File: src/rtl/core/enclave_measurement_hasher_defines.svh
// ----------------------------------------------------------------------------
// enclave_measurement_hasher_defines
// Assertion macros used by the measurement hasher.
// ----------------------------------------------------------------------------
`ifndef ENCLAVE_MEASUREMENT_HASHER_DEFINES_SVH
`define ENCLAVE_MEASUREMENT_HASHER_DEFINES_SVH
// Implication checked at every rising clock edge outside reset.
`define EMH_ASSERT_IMP(lbl, clk, rst_n, pre, post) \
lbl: assert property (@(posedge clk) disable iff (!rst_n) (pre) |-> (post)) \
	else $error("assertion failed");
// Next-cycle implication checked outside reset.
`define EMH_ASSERT_NEXT(lbl, clk, rst_n, pre, post) \
lbl: assert property (@(posedge clk) disable iff (!rst_n) (pre) |=> (post)) \
	else $error("assertion failed");
`endif

File: src/rtl/core/emh_pkg.sv
// ----------------------------------------------------------------------------
// emh_pkg
// Types, constants and SHA-256 helper functions for the measurement hasher.
// ----------------------------------------------------------------------------
package emh_pkg;
	localparam int PAGE_BYTES = 4096;
	localparam int CHUNK_BYTES = 256;
	localparam int PAGE_WORDS = PAGE_BYTES / 8;
	localparam int CHUNK_WORDS = CHUNK_BYTES / 8;
	localparam int WL_W = $clog2(PAGE_WORDS + 1);

	localparam logic [1:0] FUNC_CREATE = 2'd0;
	localparam logic [1:0] FUNC_ADD = 2'd1;
	localparam logic [1:0] FUNC_DATA = 2'd2;
	localparam logic [1:0] FUNC_FINAL = 2'd3;

	localparam logic [1:0] ST_OK = 2'd0;
	localparam logic [1:0] ST_INVALID = 2'd1;
	localparam logic [1:0] ST_SEQ = 2'd2;

	// Record tags, byte 0 in bits 63:56 (big-endian word order of the block).
	localparam logic [63:0] TAG_CREATE = 64'h4543524541544500;
	localparam logic [63:0] TAG_ADD = 64'h4541444400000000;
	localparam logic [63:0] TAG_EXTEND = 64'h45455854454e4400;

	typedef struct packed {
		logic [1:0] func;
		logic [63:0] base;
		logic [63:0] addr;
		logic [63:0] page_flags;
		logic extend;
		logic [31:0] ssa_frame_size;
		logic [63:0] enclave_size;
		logic [63:0] page_word;
	} in_word_t;

	typedef struct packed {
		logic [1:0] status;
		logic digest_valid;
		logic [63:0] digest_0;
		logic [63:0] digest_1;
		logic [63:0] digest_2;
		logic [63:0] digest_3;
	} out_word_t;

	// Control between the sequencer and the compression core.
	typedef struct packed {
		logic start;
		logic restart;
	} core_ctl_t;

	typedef struct packed {
		logic busy;
	} core_sts_t;

	function automatic logic [63:0] bswap64(input logic [63:0] x);
		logic [63:0] r;
		for (int i = 0; i < 8; i++) r[8*i +: 8] = x[56-8*i +: 8];
		return r;
	endfunction

	function automatic logic [31:0] rk(input logic [5:0] i);
		logic [31:0] t [64];
		t = '{32'h428a2f98, 32'h71374491, 32'hb5c0fbcf, 32'he9b5dba5, 32'h3956c25b,
			32'h59f111f1, 32'h923f82a4, 32'hab1c5ed5, 32'hd807aa98, 32'h12835b01,
			32'h243185be, 32'h550c7dc3, 32'h72be5d74, 32'h80deb1fe, 32'h9bdc06a7,
			32'hc19bf174, 32'he49b69c1, 32'hefbe4786, 32'h0fc19dc6, 32'h240ca1cc,
			32'h2de92c6f, 32'h4a7484aa, 32'h5cb0a9dc, 32'h76f988da, 32'h983e5152,
			32'ha831c66d, 32'hb00327c8, 32'hbf597fc7, 32'hc6e00bf3, 32'hd5a79147,
			32'h06ca6351, 32'h14292967, 32'h27b70a85, 32'h2e1b2138, 32'h4d2c6dfc,
			32'h53380d13, 32'h650a7354, 32'h766a0abb, 32'h81c2c92e, 32'h92722c85,
			32'ha2bfe8a1, 32'ha81a664b, 32'hc24b8b70, 32'hc76c51a3, 32'hd192e819,
			32'hd6990624, 32'hf40e3585, 32'h106aa070, 32'h19a4c116, 32'h1e376c08,
			32'h2748774c, 32'h34b0bcb5, 32'h391c0cb3, 32'h4ed8aa4a, 32'h5b9cca4f,
			32'h682e6ff3, 32'h748f82ee, 32'h78a5636f, 32'h84c87814, 32'h8cc70208,
			32'h90befffa, 32'ha4506ceb, 32'hbef9a3f7, 32'hc67178f2};
		return t[i];
	endfunction

	function automatic logic [31:0] init_h(input logic [2:0] i);
		logic [31:0] t [8];
		t = '{32'h6a09e667, 32'hbb67ae85, 32'h3c6ef372, 32'ha54ff53a,
			32'h510e527f, 32'h9b05688c, 32'h1f83d9ab, 32'h5be0cd19};
		return t[i];
	endfunction
endpackage

File: src/rtl/core/emh_core.sv
// ----------------------------------------------------------------------------
// emh_core
// SHA-256 compression: one round per cycle over a 16-word message schedule.
// ----------------------------------------------------------------------------
module emh_core (
	input logic clk,
	input logic arst_n,
	input emh_pkg::core_ctl_t ctl,
	input logic [511:0] block,
	output emh_pkg::core_sts_t sts,
	output logic [255:0] hash
);
	logic [31:0] h_q [8];
	logic [31:0] v_q [8];
	logic [31:0] w_q [16];
	logic [5:0] round_q;
	logic busy_q;
	logic [31:0] a, e, t1, t2, s0, s1, wn;

	// Round and schedule arithmetic.
	always_comb begin
		a = v_q[0];
		e = v_q[4];
		t1 = v_q[7] + ({e[5:0], e[31:6]} ^ {e[10:0], e[31:11]} ^ {e[24:0], e[31:25]})
			+ ((e & v_q[5]) ^ (~e & v_q[6])) + emh_pkg::rk(round_q) + w_q[0];
		t2 = ({a[1:0], a[31:2]} ^ {a[12:0], a[31:13]} ^ {a[21:0], a[31:22]})
			+ ((a & v_q[1]) ^ (a & v_q[2]) ^ (v_q[1] & v_q[2]));
		s0 = {w_q[1][6:0], w_q[1][31:7]} ^ {w_q[1][17:0], w_q[1][31:18]} ^ (w_q[1] >> 3);
		s1 = {w_q[14][16:0], w_q[14][31:17]} ^ {w_q[14][18:0], w_q[14][31:19]}
			^ (w_q[14] >> 10);
		wn = w_q[0] + s0 + w_q[9] + s1;
	end

	// Round sequencing; the hash words fold in after the last round.
	always_ff @(posedge clk or negedge arst_n) begin
		if (!arst_n) begin
			busy_q <= 1'b0;
			round_q <= '0;
			for (int i = 0; i < 8; i++) h_q[i] <= emh_pkg::init_h(3'(i));
		end else if (ctl.restart) begin
			for (int i = 0; i < 8; i++) h_q[i] <= emh_pkg::init_h(3'(i));
		end else if (ctl.start) begin
			busy_q <= 1'b1;
			round_q <= '0;
		end else if (busy_q) begin
			round_q <= round_q + 6'd1;
			if (round_q == 6'd63) begin
				busy_q <= 1'b0;
				h_q[0] <= h_q[0] + t1 + t2;
				h_q[1] <= h_q[1] + v_q[0];
				h_q[2] <= h_q[2] + v_q[1];
				h_q[3] <= h_q[3] + v_q[2];
				h_q[4] <= h_q[4] + v_q[3] + t1;
				h_q[5] <= h_q[5] + v_q[4];
				h_q[6] <= h_q[6] + v_q[5];
				h_q[7] <= h_q[7] + v_q[6];
			end
		end
	end

	// Working variables and schedule window.
	always_ff @(posedge clk) begin
		if (ctl.start) begin
			for (int i = 0; i < 8; i++) v_q[i] <= h_q[i];
			for (int i = 0; i < 16; i++) w_q[i] <= block[511-32*i -: 32];
		end else if (busy_q) begin
			v_q[7] <= v_q[6]; v_q[6] <= v_q[5]; v_q[5] <= v_q[4];
			v_q[4] <= v_q[3] + t1;
			v_q[3] <= v_q[2]; v_q[2] <= v_q[1]; v_q[1] <= v_q[0];
			v_q[0] <= t1 + t2;
			for (int i = 0; i < 15; i++) w_q[i] <= w_q[i+1];
			w_q[15] <= wn;
		end
	end

	assign sts.busy = busy_q;
	always_comb begin
		for (int i = 0; i < 8; i++) hash[255-32*i -: 32] = h_q[i];
	end
endmodule

File: config.mk
export PLATFORM = sky130hd
export DESIGN_NAME = emh_core
export DESIGN_NICKNAME = d
export VERILOG_FILES = /design/src/rtl/core/enclave_measurement_hasher_defines.svh /design/src/rtl/core/emh_pkg.sv /design/src/rtl/core/emh_core.sv
export SDC_FILE = /design/constraint.sdc
export NUM_CORES = 2
export LEC_CHECK = 0
export BUFFER_PORTS_ARGS = -buffer_cell sky130_fd_sc_hd__buf_2
export CAP_MARGIN = 25
export CORE_MARGIN = 4
export CORE_UTILIZATION = 35
export DETAILED_ROUTE_END_ITERATION = 16
export PLACE_DENSITY = 0.51
export SLEW_MARGIN = 20
export SYNTH_ARGS = -nofsm -noshare
export SYNTH_HDL_FRONTEND = slang
export SYNTH_SLANG_ARGS = --single-unit
File: constraint.sdc
create_clock -name clk -period 10.21 [get_ports clk]
set_input_delay 0.5105 -clock clk [delete_from_list [all_inputs] [get_ports clk]]
set_output_delay 0.5105 -clock clk [all_outputs]
set_load 0.05 [all_outputs]
* Word-level counts from Yosys, hierarchy flattened
Memory sizes are Yosys's and may differ from the RTL's.
Cells that the tools add are included.
** Operators by class
- $lt $le $gt $ge :: 1
- $add $sub $neg :: 21
- Multiplexer cells :: 40
- Equal/unequal tests :: 2
- Reductions and logical operators :: 5
- Bitwise logic cells :: 43
** Operator list (count)
- 256-bit 2-to-1 mux :: 4
- 32-bit 2-to-1 mux :: 26
- 32-bit adder :: 20
- 32-bit bitwise XOR :: 9
- 32-bit AND :: 5
- 32-bit inverter :: 1
- 32-bit by 22-bit bitwise XOR with 32-bit output :: 1
- 32-bit by 29-bit bitwise XOR with 32-bit output :: 1
- 1-bit bitwise OR :: 24
- 6-bit 2-to-1 mux :: 2
- 1-bit 2-to-1 mux :: 8
- 7-bit >= comparator (second input constant) :: 1
- 6-bit inverter with 7-bit output :: 1
- 6-bit by 1-bit adder with 6-bit output (second input constant) :: 1
- 6-bit equality test (second input constant) :: 1
- 2-bit nonzero test :: 3
- 3-bit AND reduction :: 1
- 2-bit != test (second input constant) :: 1
- 2-bit AND reduction :: 1
- 1-bit inverter :: 1
** Word-level totals
- Memory bits (read-only) :: 2048
- Memories :: 3
- RAM bits :: 768
- Word-level logic and storage cells :: 125
- Input bits :: 516
- Register bits after elaboration :: 263
- Output and inout bits :: 257
** Memories
- (no name shown) :: words 64, width 32, read ports 1, clocked after memory_dff 0, write ports 0, RTL line emh_pkg.sv:77 : return t[i];
- w_q :: words 16, width 32, read ports 16, clocked after memory_dff 0, write ports 16, RTL line emh_core.sv:15 : logic [31:0] w_q [16];
- v_q :: words 8, width 32, read ports 8, clocked after memory_dff 0, write ports 8, RTL line emh_core.sv:14 : logic [31:0] v_q [8];

* Logic depth before layout (Yosys ltp)
- Depth in word-level cells :: 12
- Mapped depth :: 44

* Least setup slack after synthesis
OpenSTA, ideal clock, no wires.
- Path kind :: reg2reg
- Start point :: register busy_q, in the netlist sts
- End point :: register round_q[0]
- Arrival :: 11.035 ns
- Clock period less this slack :: 11.170 ns
- Cell stages (with the launch flop) :: 5
- Required time :: 10.076 ns
- Path slack :: -0.960 ns
- Cell sequence :: dfrtp_1 > clkbuf_1 > or2_2 > nand2b_1 > mux2_2
** Between the ends
- Cells in the longest elaborated chain, start to end :: 2
** Ends and longest elaborated chain
- start: declaration :: RTL line emh_core.sv:17 : logic busy_q;
- start signal: assignment :: RTL line emh_core.sv:37 : busy_q <= 1'b0;
- start signal: assignment :: RTL line emh_core.sv:43 : busy_q <= 1'b1;
- start signal: assignment :: RTL line emh_core.sv:48 : busy_q <= 1'b0;
- 2-bit nonzero test (no line)
- 2-bit AND reduction (no line)
- end signal: assignment :: RTL line emh_core.sv:46 : round_q <= round_q + 6'd1;
- end: declaration :: RTL line emh_core.sv:16 : logic [5:0] round_q;
Every way passes these cells.
A chain may end at the register's enable or synchronous reset.

* Final worst setup path
- Start point :: register round_q[0]
- End point :: register h_q (netlist bit hash[127])
** Between the ends
- Cells in the longest elaborated chain, start to end :: 11
** Ends and longest elaborated chain
- 6-bit inverter with 7-bit output (not written as such) :: RTL line emh_pkg.sv:77
- memory read 64 x 32 bit
- 32-bit 2-to-1 mux (not written as such) (2 in series) :: RTL line emh_pkg.sv:77
- 32-bit adder (2 in series) :: RTL line emh_core.sv:25 : + ((e & v_q[5]) ^ (~e & v_q[6])) + emh_pkg::rk(round_q) + w_q[0];
- 32-bit adder :: RTL line emh_core.sv:53 : h_q[4] <= h_q[4] + v_q[3] + t1;
- 256-bit 2-to-1 mux :: RTL line emh_core.sv:47 : if (round_q == 6'd63) begin
- 256-bit 2-to-1 mux :: RTL line emh_core.sv:45 : end else if (busy_q) begin
- 256-bit 2-to-1 mux :: RTL line emh_core.sv:42 : end else if (ctl.start) begin
- 256-bit 2-to-1 mux :: RTL line emh_core.sv:40 : end else if (ctl.restart) begin
- end: declaration :: RTL line emh_core.sv:13 : logic [31:0] h_q [8];
Several ways; a longest one is shown, not always the timed one. The select of a mux whose other input is x is not followed.

==> flow_summary.ini <==
[yosys]
netlist_area_mm2 = 0.07109
synth.top_cell.area_share_pct = 32.44
syn_nets = 8599
synth.avg_cell_area_um2 = 9.560
synth_cells = 7436
yosysMostFrequentCell = nand2_1
ys_warn_count = 0
ys_types = 96
ys_ff_latch = 1031
yosys-top-cells-count = nand2_1, edfxtp_1, a21oi_1, ha_1, xnor2_1
synth_ff_type = edfxtp_1
ys_seq_area_share_pct = 41.94
synth_edf_count = 768
synthTopCellsByArea = edfxtp_1, nand2_1, ha_1, fa_1, xnor2_1
yosysTopAreaCell = edfxtp_1
async_flop_share_pct = 25.51

[clocking]
cts_tree = done
numCtsBuffers = 131
h-tree-depth = 4
root_buffer = clkbuf_16
clock_latency_ns = 0.84
cts_resized = 0
cts_buffer_depth = 3
cts.sinks = 1031
clk_pin_slew_ns = 0.06

[layout]
final_cell_area_mm2 = 0.08710
syn_to_final_growth_pct = 22.52
nets = 9741
layout-drive-gt1-share_pct = 17.48

[hold_path]
min_to = w_q[0][102]
whs_path_depth = 3
hp-class = in2reg
holdCritStartpoint = block[390]

[timing]
fmax_mhz = 105.0
timing.final.ws_setup_ns = 0.6839
hold_viol_final = 0
fin_crit_sh_pct = 93.30
final-setup-viol-count = 0
period_needed_ns = 9.526
rsz0062_at_grt = no
hold_ws_ns = 0.05628
tightest_slew_ns = 1.276
finalClockSkew_ns = 0.06432
slew_headroom_pct = 14.95
totalNegativeSetupSlack_ns = 0
maxSlewViolCount = 0

[grt]
antenna_found_initial = 67
grt_max_degree = 195
grt_pass1_wl_um = 437800
track_usage_pct = 28.60
overflow = 0
grt_pass1_vias = 60230

[detailed_routing]
drt_iter0_markers = 5962
wl_um = 309400
via_per_inst = 5.380
drtAntennaViolNets = 0
drtPass1Iterations = 5
num_vias = 61270
post_drt_wl_per_cell_um = 27.17
drc = 0

[critical_path]
critical-path-slowest-cell = fa_1
worstPathRequired_ns = 10.91
critPathArrivalTime_ns = 10.22
cp-start-kind = register
max_stage_delay_ns = 0.49
r2r_cells = 40
critPathMaxFanout = 9
critPathKind = reg2reg
reg2reg_from = round_q[0]
critPathCaptureType = register
r2r_setup_slack_ns = 0.68
rr_endpoint = hash[127]

[placement]
placed_cell_area_mm2 = 0.07846
io_buffers = 772
dp_slack_ns = 0.7612
place.gp.congestion = 1.004
dp_hpwl_um = 238400

[floorplanning]
initial_core_util_pct = 35.17
rows = 165
die_w_um = 458.7
die_y_um = 458.7
core_area_mm2 = 0.2021
dieArea_mm2 = 0.2104
boundaryPins = 773

[job]
cap_viol_max_count = 0

[outcome]
status = finished clean
what timing repair did:
item                                   CTS  global route
hold buffers                           422             0
buffers inserted                         0             0
endpoints found under the hold margin  453             0
cell type report:
class / instances / area, um^2
fillers: 19650 / 115000
multi-input cells: 5677 / 38590
flip-flops and latches: 1031 / 29820
repair buffers: 1357 / 9525
clock buffers: 180 / 3552
well taps: 2672 / 3343
inverters: 380 / 1426
clock inverters: 61 / 764.5
diodes: 30 / 75.07
flip-flops by register name, indices dropped and copies added, names as in the netlist:
name	cells
w_q	512
hash	256
v_q	256
round_q	6
sts	1
cell families after synthesis:
logic type / synth area share (%)
AO/OA/AOI/OAI: 13.66
multiplexers: 3.471
flip-flops: 41.94
XOR/XNOR: 7.491
buffers and inverters: 3.846
AND/OR/NAND/NOR: 15.37
adder cells (fa/ha/maj): 14.22
critical path, delay by kind of cell, from the launching register on:
family          cells  cell delay, ns
compound gates     17            3.60
flops               1            0.37
buf+inv             7            0.94
simple gates        6            1.17
fa+ha+maj           7            2.90
xor+xnor            3            0.45
worst max-delay path by stage:
stage,start,slack [ns],cells past startpoint,end
5_1_grt,round_q[0],0.04,39,hash[255]
3_3_place_gp,round_q[0],0.79,40,hash[127]
4_1_cts,round_q[0],0.70,40,hash[127]
3_5_place_dp,round_q[0],0.76,40,hash[127]
6_report,round_q[0],0.68,40,hash[127]
2_1_floorplan,round_q[1],1.42,40,hash[127]
cells in the final DEF (no fill, tap or decap), types with 160 or more instances in the layout:
cell	count
buf_2	770
dlygate4sd3_1	422
o21ai_0	399
a21o_1	160
nor2_1	290
a21oi_1	445
fa_1	227
xnor2_1	419
mux2_2	192
xor2_1	188
ha_1	420
inv_1	379
edfxtp_1	768
nand2_1	1911
through the flow:
step	util [%]	cells
2_1_floorplan	-	7436
3_3_place_gp	38.82	10690
3_5_place_dp	38.82	10690
4_1_cts	43.04	11360
5_1_grt	43.08	11380
6_report	43.10	11390
per-layer routing:
| layer | global-route usage (%) | vias to the layer above | share of wire (%) | routed length (um) |
|---|---|---|---|---|
| li1 | - | 28050 | - | - |
| met1 | 38.85 | 30310 | 43 | 133300 |
| met2 | 44.96 | 2346 | 45 | 139500 |
| met3 | 4.563 | 549 | 6.6 | 20320 |
| met4 | 12.83 | 20 | 5.2 | 16080 |
| met5 | 0 | - | 0.038 | 118 |
Power is not shown: default switching activity piles up to over one toggle a cycle in this logic, so the estimate is an artifact.
